File: src/design/bc_ram.sv
// Generic single-port-write, registered-read RAM.
`timescale 1ns / 1ps
`default_nettype none
module bc_ram #(
  parameter int unsigned WIDTH = 96,
  parameter int unsigned DEPTH = 16
) (
  input  wire logic                     clk_i,
  input  wire logic                     we_i,
  input  wire logic [$clog2(DEPTH)-1:0] waddr_i,
  input  wire logic [WIDTH-1:0]         wdata_i,
  input  wire logic [$clog2(DEPTH)-1:0] raddr_i,
  output logic      [WIDTH-1:0]         rdata_o
);

  logic [WIDTH-1:0] mem_q [DEPTH];

  always_ff @(posedge clk_i) begin
    if (we_i) begin
      mem_q[waddr_i] <= wdata_i;
    end
    rdata_o <= mem_q[raddr_i];
  end

endmodule
`default_nettype wire

File: config.mk
export PLATFORM = sky130hd
export DESIGN_NAME = bc_ram
export DESIGN_NICKNAME = d
export VERILOG_FILES = /design/src/design/bc_ram.sv
export SDC_FILE = /design/constraint.sdc
export NUM_CORES = 1
export LEC_CHECK = 0
export BUFFER_PORTS_ARGS = -buffer_cell sky130_fd_sc_hd__buf_2
export CORE_ASPECT_RATIO = 0.7
export CORE_MARGIN = 1.5
export CORE_UTILIZATION = 55
export DETAILED_ROUTE_END_ITERATION = 10
export PLACE_DENSITY_LB_ADDON = 0.25
export SLEW_MARGIN = 25
export SYNTH_ARGS = -nofsm -noshare
export SYNTH_HDL_FRONTEND = slang
export SYNTH_SLANG_ARGS = --single-unit
File: constraint.sdc
create_clock -name clk_i -period 10.4 [get_ports clk_i]
set_input_delay 2.08 -clock clk_i [delete_from_list [all_inputs] [get_ports clk_i]]
set_output_delay 2.08 -clock clk_i [all_outputs]
set_load 0.03 [all_outputs]
Yosys cells after proc, flatten, opt, wreduce, memory -nomap -nowiden
Memories as Yosys holds them, arrays and structs flattened. A register that Yosys moved wholly into a read port is not among the register bits.
Cells that the tools add are included.

word-level totals
  bits in registers = 0
  bits in latches = 0
  RAM bits = 1536
  memory bits (read-only) = 0
  bits of input ports = 106
  output and inout port bits = 96
  logic and storage cells = 3
  memories kept = 1

operators by class
  add/sub/neg operators = 0
  multipliers = 0
  divide/modulo/power cells = 0
  $lt $le $gt $ge = 0
  equality and inequality tests = 0
  shift-type cells = 0
  mux-type cells = 2
  bitwise logic cells = 0
  reduce and logical (&&, ||, !) cells = 0

memories
  memory  depth  width  read ports  clocked after memory_dff  write ports  line  source
  mem_q   16     96     1           1                         1            16    logic [WIDTH-1:0] mem_q [DEPTH];

operators by type and width
  kind    count
  $mux 1  2

Logic depth before layout (Yosys ltp)
  word-level depth = 2
  depth in mapped cells = 6
  mapped depth without buffers = 3

Least setup slack after synthesis
OpenSTA, ideal clock, no wires.

  path kind = input port to flip-flop
  start = in waddr_i[2]
  end = mem mem_q[0][0] (enable)
  arrival time = 9088 ps
  path slack = 642 ps
  stages = 2
  cell sequence = or3b_2 -> nor3_1

RTL lines
  what         line  source
  from (decl)  10    input wire logic [$clog2(DEPTH)-1:0] waddr_i,
  to (decl)    16

No word-level cell before the write port.

Worst setup path after layout
  start = in waddr_i[2]
  end = mem mem_q[0][18] (enable)

No word-level cell before the write port.

==> flow_summary.ini <==
[status]
outcome = completed

[clock_network]
clk_latency_ns = 0.78
cts.reportedPaths.clkPinSlew_ns = 0.06
cts_tree = built
clock_sinks = 1632
clock_path_buffers = 3
post_cts.repair.setup_buffers = 0
postCtsHoldBufs = 0
htreeDepth = 4
numCtsBuffers = 148
root_buffer = clkbuf_16
ctsResizeCount = 0

[synthesis]
ys_seq_area_share_pct = 80.9
synth_most_common_cell = edfxtp_1
syn_area_per_cell_sq_um = 24.1
synth_cells = 2460
async_flop_share_pct = 0
netlist_area_sq_mm = 0.0594
synth_cell_types = 18
synth_nets = 2566
ys_warn_count = 0
ys_ff_latch = 1632
synth_edf_count = 1536
yosysTopAreaCell = edfxtp_1
synth_top_cell_area_share_pct = 77.7
synth.top_cells.by_count = edfxtp_1, mux4_2, a22oi_1, nand2_1, dfxtp_1
yosys_most_used_dff = edfxtp_1
synthTopCellsByArea = edfxtp_1, mux4_2, dfxtp_1, a22oi_1, nand2_1

[worst_setup_path]
critPathMaxFanout = 53
reg2regPathDepth = 3
worstPathArrival_ns = 4.51
cp.required_ns = 10.79
crit_path_start_kind = input port
endpoint_kind = flip-flop
path_class = input port to flip-flop

[die]
die_w_microns = 396
io_pins = 202
die_area_sq_mm = 0.110
rows = 100
fp.dieH_microns = 278
start_util_pct = 55.7
core-area_sq_mm = 0.107

[drt]
totalWireLength_mm = 124
drc = 0
vias_per_cell = 6.18
vias = 26500
post_drt_wl_per_cell_microns = 28.9
antenna_left = 0
drt_first_pass_iters = 5
drtIter0Drc = 2864

[global_routing]
grt_pass1_vias = 28000
track_usage_pct = 23.2
overflow = 0
grt_max_degree = 163
antenna_found_initial = 14
grt_pass1_wl_mm = 186

[power_and_ir_drop]
power.share.sequential_pct = 54.4
leakage_nw = 21.5
clkPwrFrac_pct = 40.5
powerDensity_mw_per_mm2 = 203
internal_power_mw = 10.8
combPwrFrac_pct = 5.1
swShare_pct = 20.7
p_switching_mw = 2.82
irDropWorstVdd_mv = 0.184

[timing]
hold_viol = 0
finClkSkew_ns = 0.0216
finalSetupTns_ns = 0
final_max_slew_viol_count = 0
timing.fmax_mhz = 243
setup_ws_ns = 6.28
worstMarginPinSlew_ns = 1.12
setup_viol = 0
slew_headroom_pct = 25.2
period_needed_ns = 4.12
period_share_pct = 39.6
grt_setup_unrepaired = false

[hold_path]
holdPathStages = 3
holdCritPathClass = flip-flop to flip-flop

[finish]
nNetsFinal = 2835
syn_to_final_growth_pct = 12.9
filler_cell_count = 7002
final_area_sq_mm = 0.0670
drive_gt1_share_pct = 30.4

[placed_design]
place_ws_ns = 5.47
gp_congestion = 0.733
port_buffers = 201
place_area_sq_mm = 0.0620
dpl.hpwl_mm = 62.7

[job]
cap_violations = 0
## area by class of cell
cell class | count | area, sq um | share of cell area (%)
Tap cell | 1428 | 1790 | 2.67
Clock inverter | 69 | 790 | 1.18
Sequential cell | 1632 | 48000 | 71.7
Multi-Input combinational cell | 699 | 10700 | 16.0
Timing Repair Buffer | 248 | 1480 | 2.21
Antenna cell | 3 | 7.51 | 0.0112
Clock buffer | 208 | 4180 | 6.23
## placed cells by master, fill, tap and decap left out, types with 3 or more instances in the layout
cell type	netlist	final
inv_6	0	8
edfxtp_1	1536	1536
clkinv_2	0	19
buf_12	0	6
clkbuf_8	0	12
mux4_2	384	384
nor3_2	0	4
dfxtp_1	96	96
bufinv_16	0	15
buf_2	11	199
a22oi_1	192	192
buf_4	19	39
nor2_4	0	13
clkinv_1	0	19
clkinvlp_4	0	3
diode_2	0	3
clkbuf_16	0	154
nand2_1	97	97
clkbuf_1	46	42
## worst paths after layout
| path | from | to | slack [ns] |
|---|---|---|---|
| min | mem_q[12][73] | rdata_o[73] | 0.67 |
| max reg2reg | mem_q[3][85] | rdata_o[85] | 8.92 |
| min reg2reg | mem_q[12][73] | rdata_o[73] | 0.67 |
| max | waddr_i[2] | mem_q[0][18] | 6.28 |
## critical path, cell delays in order
cell    delay, ns
buf_2        0.12
or3b_2       0.59
nor3_2       0.14
buf_4        0.78
buf_4        0.76
## logic make-up after synthesis
logic type,count (synthesis),share of synthesized area (%)
DFF,1632,80.9
muxes,384,14.6
AOI/OAI and AO/OA,192,2.43
buffers and inverters,129,1.22
and+or+nand+nor,123,0.831
## through the flow
step	hold slack, ns	std cells	power [mW]	utilization, %
after detailed placement	0.658	4006	8.26	58.2
after global placement	0.652	4005	8.23	58.1
final	0.666	4287	13.6	62.9
after CTS	0.670	4283	13.7	62.8
after floorplan	0.635	2460	7.98	-
after global routing	0.693	4284	14.0	62.8
## power by group through the flow
stage	Clock (mW)	Combinational, mW	Sequential [mW]
finish	5.51	0.698	7.41
global placement	0	0.689	7.54
detailed placement	0	0.706	7.55
global route	5.87	0.749	7.42
floorplan	0	0.352	7.62
CTS	5.61	0.709	7.41
## state kept, by name, indices dropped and copies added, names as in the netlist
name / flops
mem_q: 1536
rdata_o: 96
## routing by layer
layer	vias up	global-route usage (%)	part of all wire, %
met5	-	0	0.062
met4	12	5.85	1.7
met3	168	4.05	7.0
met2	1001	37.6	50
met1	14200	33.4	41
li1	11100	-	-
Note: power is estimated with default switching activity, not from simulation.
