`src/design/bc_pkg.sv`:
```
// Shared constants and types of the Bezier curve evaluator.
`timescale 1ns / 1ps
`default_nettype none
package bc_pkg;

  localparam int unsigned PT_W   = 32;
  localparam int unsigned MU_W   = 17;
  localparam int unsigned DEG_W  = 4;
  localparam int unsigned IDX_W  = 4;
  localparam logic [MU_W-1:0] MU_ONE = 17'd65536;

  localparam logic REQ_LOAD = 1'b0;
  localparam logic REQ_EVAL = 1'b1;

  typedef struct packed {
    logic shift;
    logic step;
  } bc_cell_ctl_t;

endpackage
`default_nettype wire

```
`src/design/bc_cell.sv`:
```
// One de Casteljau cell: holds a working value, shifts or interpolates.
`timescale 1ns / 1ps
`default_nettype none
module bc_cell (
  input  wire logic                      clk_i,
  input  wire bc_pkg::bc_cell_ctl_t      ctl_i,
  input  wire logic [bc_pkg::MU_W-1:0]   t_i,
  input  wire logic [bc_pkg::PT_W-1:0]   left_i,
  input  wire logic [bc_pkg::PT_W-1:0]   right_i,
  output logic      [bc_pkg::PT_W-1:0]   val_o
);
  import bc_pkg::*;

  logic [PT_W-1:0]     val_q, val_d;
  logic signed [PT_W:0]     diff;
  logic signed [MU_W:0]     t_s;
  logic signed [PT_W+MU_W+1:0] prod;
  logic signed [PT_W+MU_W+1:0] rnd;
  logic signed [PT_W:0]     sum;

  // The step is a + floor(((b - a) * t + 0.5) / 1.0) in Q1.16.
  always_comb begin
    diff  = $signed({right_i[PT_W-1], right_i}) - $signed({val_q[PT_W-1], val_q});
    t_s   = $signed({1'b0, t_i});
    prod  = diff * t_s;
    rnd   = (prod + (PT_W+MU_W+2)'(32768)) >>> 16;
    sum   = $signed({val_q[PT_W-1], val_q}) + rnd[PT_W:0];
    val_d = val_q;
    if (ctl_i.shift) begin
      val_d = left_i;
    end else if (ctl_i.step) begin
      val_d = sum[PT_W-1:0];
    end
  end

  always_ff @(posedge clk_i) begin
    val_q <= val_d;
  end

  assign val_o = val_q;

endmodule
`default_nettype wire

```
`config.mk`:
```
export PLATFORM = sky130hd
export DESIGN_NAME = bc_cell
export DESIGN_NICKNAME = d
export VERILOG_FILES = /design/src/design/bc_pkg.sv /design/src/design/bc_cell.sv
export SDC_FILE = /design/constraint.sdc
export NUM_CORES = 2
export LEC_CHECK = 0
export BUFFER_PORTS_ARGS = -buffer_cell sky130_fd_sc_hd__buf_2
export CORE_ASPECT_RATIO = 1.4
export CORE_MARGIN = 4
export CORE_UTILIZATION = 55
export CTS_CLUSTER_SIZE = 28
export DETAILED_ROUTE_END_ITERATION = 10
export HOLD_SLACK_MARGIN = 0.06
export MAX_ROUTING_LAYER = met4
export PLACE_DENSITY = 0.84
export SETUP_SLACK_MARGIN = 0.2
export SLEW_MARGIN = 20
export SYNTH_ARGS = -nofsm -noshare
export SYNTH_HDL_FRONTEND = slang
export SYNTH_SLANG_ARGS = --single-unit
```
`constraint.sdc`:
```
create_clock -name clk_i -period 11.6 [get_ports clk_i]
set_input_delay 0.58 -clock clk_i [delete_from_list [all_inputs] [get_ports clk_i]]
set_output_delay 0.58 -clock clk_i [all_outputs]
set_load 0.03 [all_outputs]
```
# [Yosys cells after proc, flatten, opt, wreduce, memory -nomap -nowiden]
# Index checks and enable logic that the tools add are counted.
[totals] latchBits=0 mem_bits_rw=0 mem_bits_ro=0 regBits=32 n_memories=0 word_cells=8 in_bits=84 out_inout_bits=32
[op_classes] addsub=3 n_reduce_logical=1 n_mul=1 bitwise=0 n_shift=0 n_eq_ne=0 muxes=2 n_div=0 order_cmp=0
[op_table] cell="$mux W32" count=2
[op_table] cell="$add A48 B17 Y48 const B" count=1
[op_table] cell="$mul A33 B18 Y48" count=1
[op_table] cell="$sub A32 B32 Y33" count=1
[op_table] cell="$add A32 B32 Y32" count=1
[op_table] cell="$reduce_bool A2 Y1" count=1

# [Depth between registers and ports, before layout]
[logic_depth] depth_word=6 mapped_depth=47 mapped_depth_nobuf=46

# [Worst setup path before layout]
# Ideal clock, no wire load.
[synth_path] kind="reg-to-reg" start="register val_q[8] (netlist: val_o[8])" end="register val_q[31] (netlist: val_o[31]) (data pin)" setup_time_ns=0.267 setup_slack_ns=0.907 path_stages_with_launch=48 path_buffers=2 arrival_time_ns=10.425 required_time_ns=11.333 synth_period_minus_slack_ns=10.693 cell_sequence="edfxtp_1 inv_1 ha_1 a21oi_1 nor2_1 a2111oi_0 a21oi_1 o31a_1 o21ai_1 nand2b_1 a21oi_1 o21ai_0 xor2_1 clkbuf_1 and2_1 fa_1 inv_1 fa_1 (+12 left out) a2111oi_4 a21oi_2 a41o_1 or2_1 clkbuf_1 a31oi_1 xnor2_1 ha_1 nand2_1 nand2_1 a21o_1 a21oi_1 nor3b_1 a21oi_1 o31ai_1 o41ai_1 xnor2_1 o21ai_1"
[synth_via] elab_chain_len=6
[synth_rtl] item="start, declared" line="bc_cell.sv:14" source="logic [PT_W-1:0] val_q, val_d;"
[synth_rtl] item="start signal, assigned" line="bc_cell.sv:37" source="val_q <= val_d;"
[synth_rtl] item="$sub A32 B32 Y33" line="bc_cell.sv:23" source="diff = $signed({right_i[PT_W-1], right_i}) - $signed({val_q[PT_W-1], val_q});"
[synth_rtl] item="$mul A33 B18 Y48" line="bc_cell.sv:25" source="prod = diff * t_s;"
[synth_rtl] item="$add A48 B17 Y48" line="bc_cell.sv:26" source="rnd = (prod + (PT_W+MU_W+2)'(32768)) >>> 16;"
[synth_rtl] item="$add A32 B32 Y32 *" line="bc_cell.sv:27" source="sum = $signed({val_q[PT_W-1], val_q}) + rnd[PT_W:0];"
[synth_rtl] item="$mux W32 *" line="bc_cell.sv:31" source="end else if (ctl_i.step) begin"
[synth_rtl] item="$mux W32 *" line="bc_cell.sv:29" source="if (ctl_i.shift) begin"
[synth_rtl] item="via val_d[31]" line="bc_cell.sv:14"
# Mark *: on every way through the listed nets, which the timed path passes. The rest lies on a longest branch. The select of a mux whose other input is x is not followed.
# A chain may end at the register's enable or synchronous reset.

# [Final worst setup path]
[layout_path] start="register val_q[5] (netlist: val_o[5])" end="register val_q[31] (netlist: val_o[31]) (data pin)"
# The elaborated chain is that of the path after synthesis.

==> metrics.md <==
| Metric | Value |
|---|---|
| Synth area leader | `fa_1` |
| CTS tree | `done` |
| Average vias per placed instance | `around 5.6` |
| Ys async rst share | `0` |
| Synth top area cells | `fa_1 (44%), ha_1 (11%), inv_1 (9.8%), and2_1 (8.1%), nand2_1 (4.6%)` |
| Largest fanout on the critical path | `11` |
| Worst hold start | `left_i[11]` |
| Hold WC Path Type | `input pin to flip-flop` |
| Post-layout min period | `~11,000 ps` |
| Die area | `between 0.04 and 0.05 mm^2` |
| WP data required | `between 10,000 and 15,000 ps` |
| ANT nets after route | `0` |
| Post-Syn Area | `0.0235 mm^2` |
| Syn_nets | `roughly 3,400` |
| Core area | `0.0422 mm^2` |
| Largest net degree at the start of global routing | `64` |
| Max-cap check violation count | `0` |
| Fin Setup TNS | `0 ps` |
| R2R setup slack | `approximately 420 ps` |
| Post-synthesis sequential area ratio | `0.0408` |
| Post-synthesis cell count | `~2,600` |
| Crit path DAT | `11,200 ps` |
| Syn Area/Cell | `8.92 um^2` |
| Row count | `slightly below 90` |
| Slew headroom | `0.320` |
| DRC | `0` |
| Worst path bufs/invs | `6` |
| Final Hold Fails | `0` |
| CTS buffer count | `5` |
| Final max-slew violation count | `0` |
| Antenna violations before repair | `0` |
| First-pass detailed-route iteration total | `6` |
| Cell family with most CP delay | `compound AO/OA/AOI/OAI gates` |
| Slowest CP cell | `or4_1` |
| Clock transition at path regs | `60 ps` |
| Max FFs per register | `32` |
| Final setup viols | `0` |
| Die Height | `about 250 um` |
| Fmax | `89.5 MHz` |
| I/O Buffers | `~120` |
| Yosys cell types | `65` |
| Post-DP HPWL | `around 50,000 um` |
| Io pins | `between 100 and 150` |
| Share of cells above drive strength 1 | `0.0777` |
| Via count | `between 15,000 and 20,000` |
| FF-to-FF path depth | `44` |
| Initial DRC Count | `1,192` |
| Clock root buffer | `clkbuf_16` |
| Least-Margin Pin Slew | `1010 ps` |
| P&R area growth vs syn | `6.26%` |
| Clk_skew | `around 6.8 ps` |
| Yosys warning total | `0` |
| Number of synthesized flops with an enable pin | `32` |
| Die Width | `roughly 180 um` |
| Status | `completed` |
| # nets final | `between 3,000 and 4,000` |
| R2r endpoint | `val_o[31]` |
| Period utilisation layout | `0.963` |
| Ys flop type | `edfxtp_1` |
| Yosys top cell area share | `0.440` |
| GPL Wtd Cong | `around 0.97` |
| H-Tree Depth | `2` |
| Min-Delay Path Depth | `3` |
| Final wirelength | `between 60,000 and 70,000 um` |
| Critical Path Max Stage Delay | `around 570 ps` |
| Most used cell, CP | `fa_1` |
| Hold path endpoint | `val_o[11]` |
| Worst skew pair latency | `between 200 and 300 ps` |
| Fin util | `0.593` |
| Global-route wire length before repair | `a little over 100,000 um` |
| Total GRT Usage | `0.278` |
| Clock buffer depth | `2` |
| CTS Sinks | `32` |
| Vias in the first global route | `20,700` |
| Startpoint types | `flip-flop` |
| Reg2Reg Launch Point | `val_o[5]` |
| WL per Instance | `roughly 19 um` |
| Kind of critical path | `flip-flop to flip-flop` |
| Initial Util | `0.558` |
| RSZ-0062 raised after global routing | `true` |
| Gr ovfl total | `0` |
| Crit. End Element | `flip-flop` |
| Yosys reg bits | `32` |
==> cells by family after synthesis <==
group                    after synthesis  share of synthesized area
XOR/XNOR                              98                     0.0370
AND/OR/NAND/NOR                      766                      0.169
buffers and inverters                721                      0.115
flip-flops                            32                     0.0408
adder cells (fa/ha/maj)              727                      0.551
AO/OA/AOI/OAI                        272                     0.0770
multiplexers                          22                    0.00983
==> layout by cell type (no fill, tap or decap), types with 32 or more instances in the layout <==
cell / Yosys / final
buf_4: 2 / 45
edfxtp_1: 32 / 32
xor2_1: 35 / 34
a21oi_1: 74 / 69
a21o_1: 43 / 43
nor2_1: 47 / 47
buf_2: 2 / 115
o21ai_0: 55 / 50
inv_1: 616 / 616
xnor2_1: 62 / 58
fa_1: 517 / 517
ha_1: 210 / 210
nand2b_1: 40 / 40
nand2_1: 286 / 286
and2_1: 303 / 303
==> worst register-to-register path: cells and delay by family, from the launching register on <==
family | cells | cell delay (ps)
XOR/XNOR | 3 | 650
adder cells (fa/ha/maj) | 9 | 3830
buffers and inverters | 6 | 460
AND/OR/NAND/NOR | 7 | 1410
flip-flops | 1 | 410
AO/OA/AOI/OAI | 19 | 4150
==> stage by stage <==
stage / hold WS, ps / cell area, um^2 / worst slack (ps) / std cells
4_1_cts: 571 / 24900 / 261 / 3243
3_3_place_gp: 734 / 24700 / 524 / 3235
3_5_place_dp: 746 / 24700 / 74.3 / 3235
2_1_floorplan: 770 / 23500 / 907 / 2638
6_report: 572 / 25000 / 425 / 3249
5_1_grt: 574 / 25000 / 58.6 / 3248
==> Yosys cell counts, types with 3 or more instances <==
library cell / n
o21a_1: 15
o31ai_1: 6
a21oi_1: 74
a21boi_0: 4
nand2b_1: 40
clkbuf_1: 98
ha_1: 210
edfxtp_1: 32
xnor2_1: 62
buf_1: 3
a211o_1: 4
inv_1: 616
o21bai_1: 11
nor3b_1: 4
or2_2: 5
mux2_2: 9
xor2_1: 35
nor2b_1: 30
o211ai_1: 9
nand4_1: 14
and3_1: 5
o21ai_0: 55
nand2_1: 286
nor3_1: 9
mux2i_1: 13
a31oi_1: 6
a21o_1: 43
o21ai_1: 5
fa_1: 517
nand3_1: 10
a211oi_1: 11
and4_1: 4
nor2_1: 47
and2_1: 303
a221o_1: 3
==> worst max path at each step <==
stage,to,cells after the start,slack [ps],start
finish,val_o[31],44,420,val_o[5]
global route,val_o[31],46,60,val_o[8]
CTS,val_o[31],46,260,val_o[8]
detailed placement,val_o[31],46,70,right_i[8]
global placement,val_o[31],46,520,right_i[8]
floorplan,val_o[31],47,910,val_o[8]
==> metal layers <==
metal	routed length, um	GRT usage	up-vias	share of wire
met2	33200	0.513	740	0.55
met5	0	-	-	0
met3	3230	0.0274	282	0.053
li1	-	-	8037	-
met4	3960	0.143	0	0.065
met1	20400	0.293	9196	0.34
==> area by class of cell <==
| type | count | area, um^2 |
|---|---|---|
| multi-input cells | 1885 | 20000 |
| fillers | 3471 | 17200 |
| inverters | 616 | 2310 |
| flip-flops and latches | 32 | 961 |
| repair buffers | 161 | 925 |
| well taps | 546 | 683 |
| clock buffers | 5 | 125 |
| clock inverters | 3 | 37.5 |
| diodes | 1 | 2.50 |
==> what timing repair did <==
| action | CTS | global route |
|---|---|---|
| hold buffers | 0 | 0 |
| setup buffers | 0 | 5 |
| endpoints found under the hold margin | 0 | 0 |
| pin swaps | 0 | 6 |
| gates cloned | 0 | 0 |
| setup endpoints to repair | 1 | 11 |
| resized for setup | 1 | 20 |
Power is left out: the tool's default activity adds up to more than one toggle a clock period on the data nets, which glitch-free logic cannot reach.
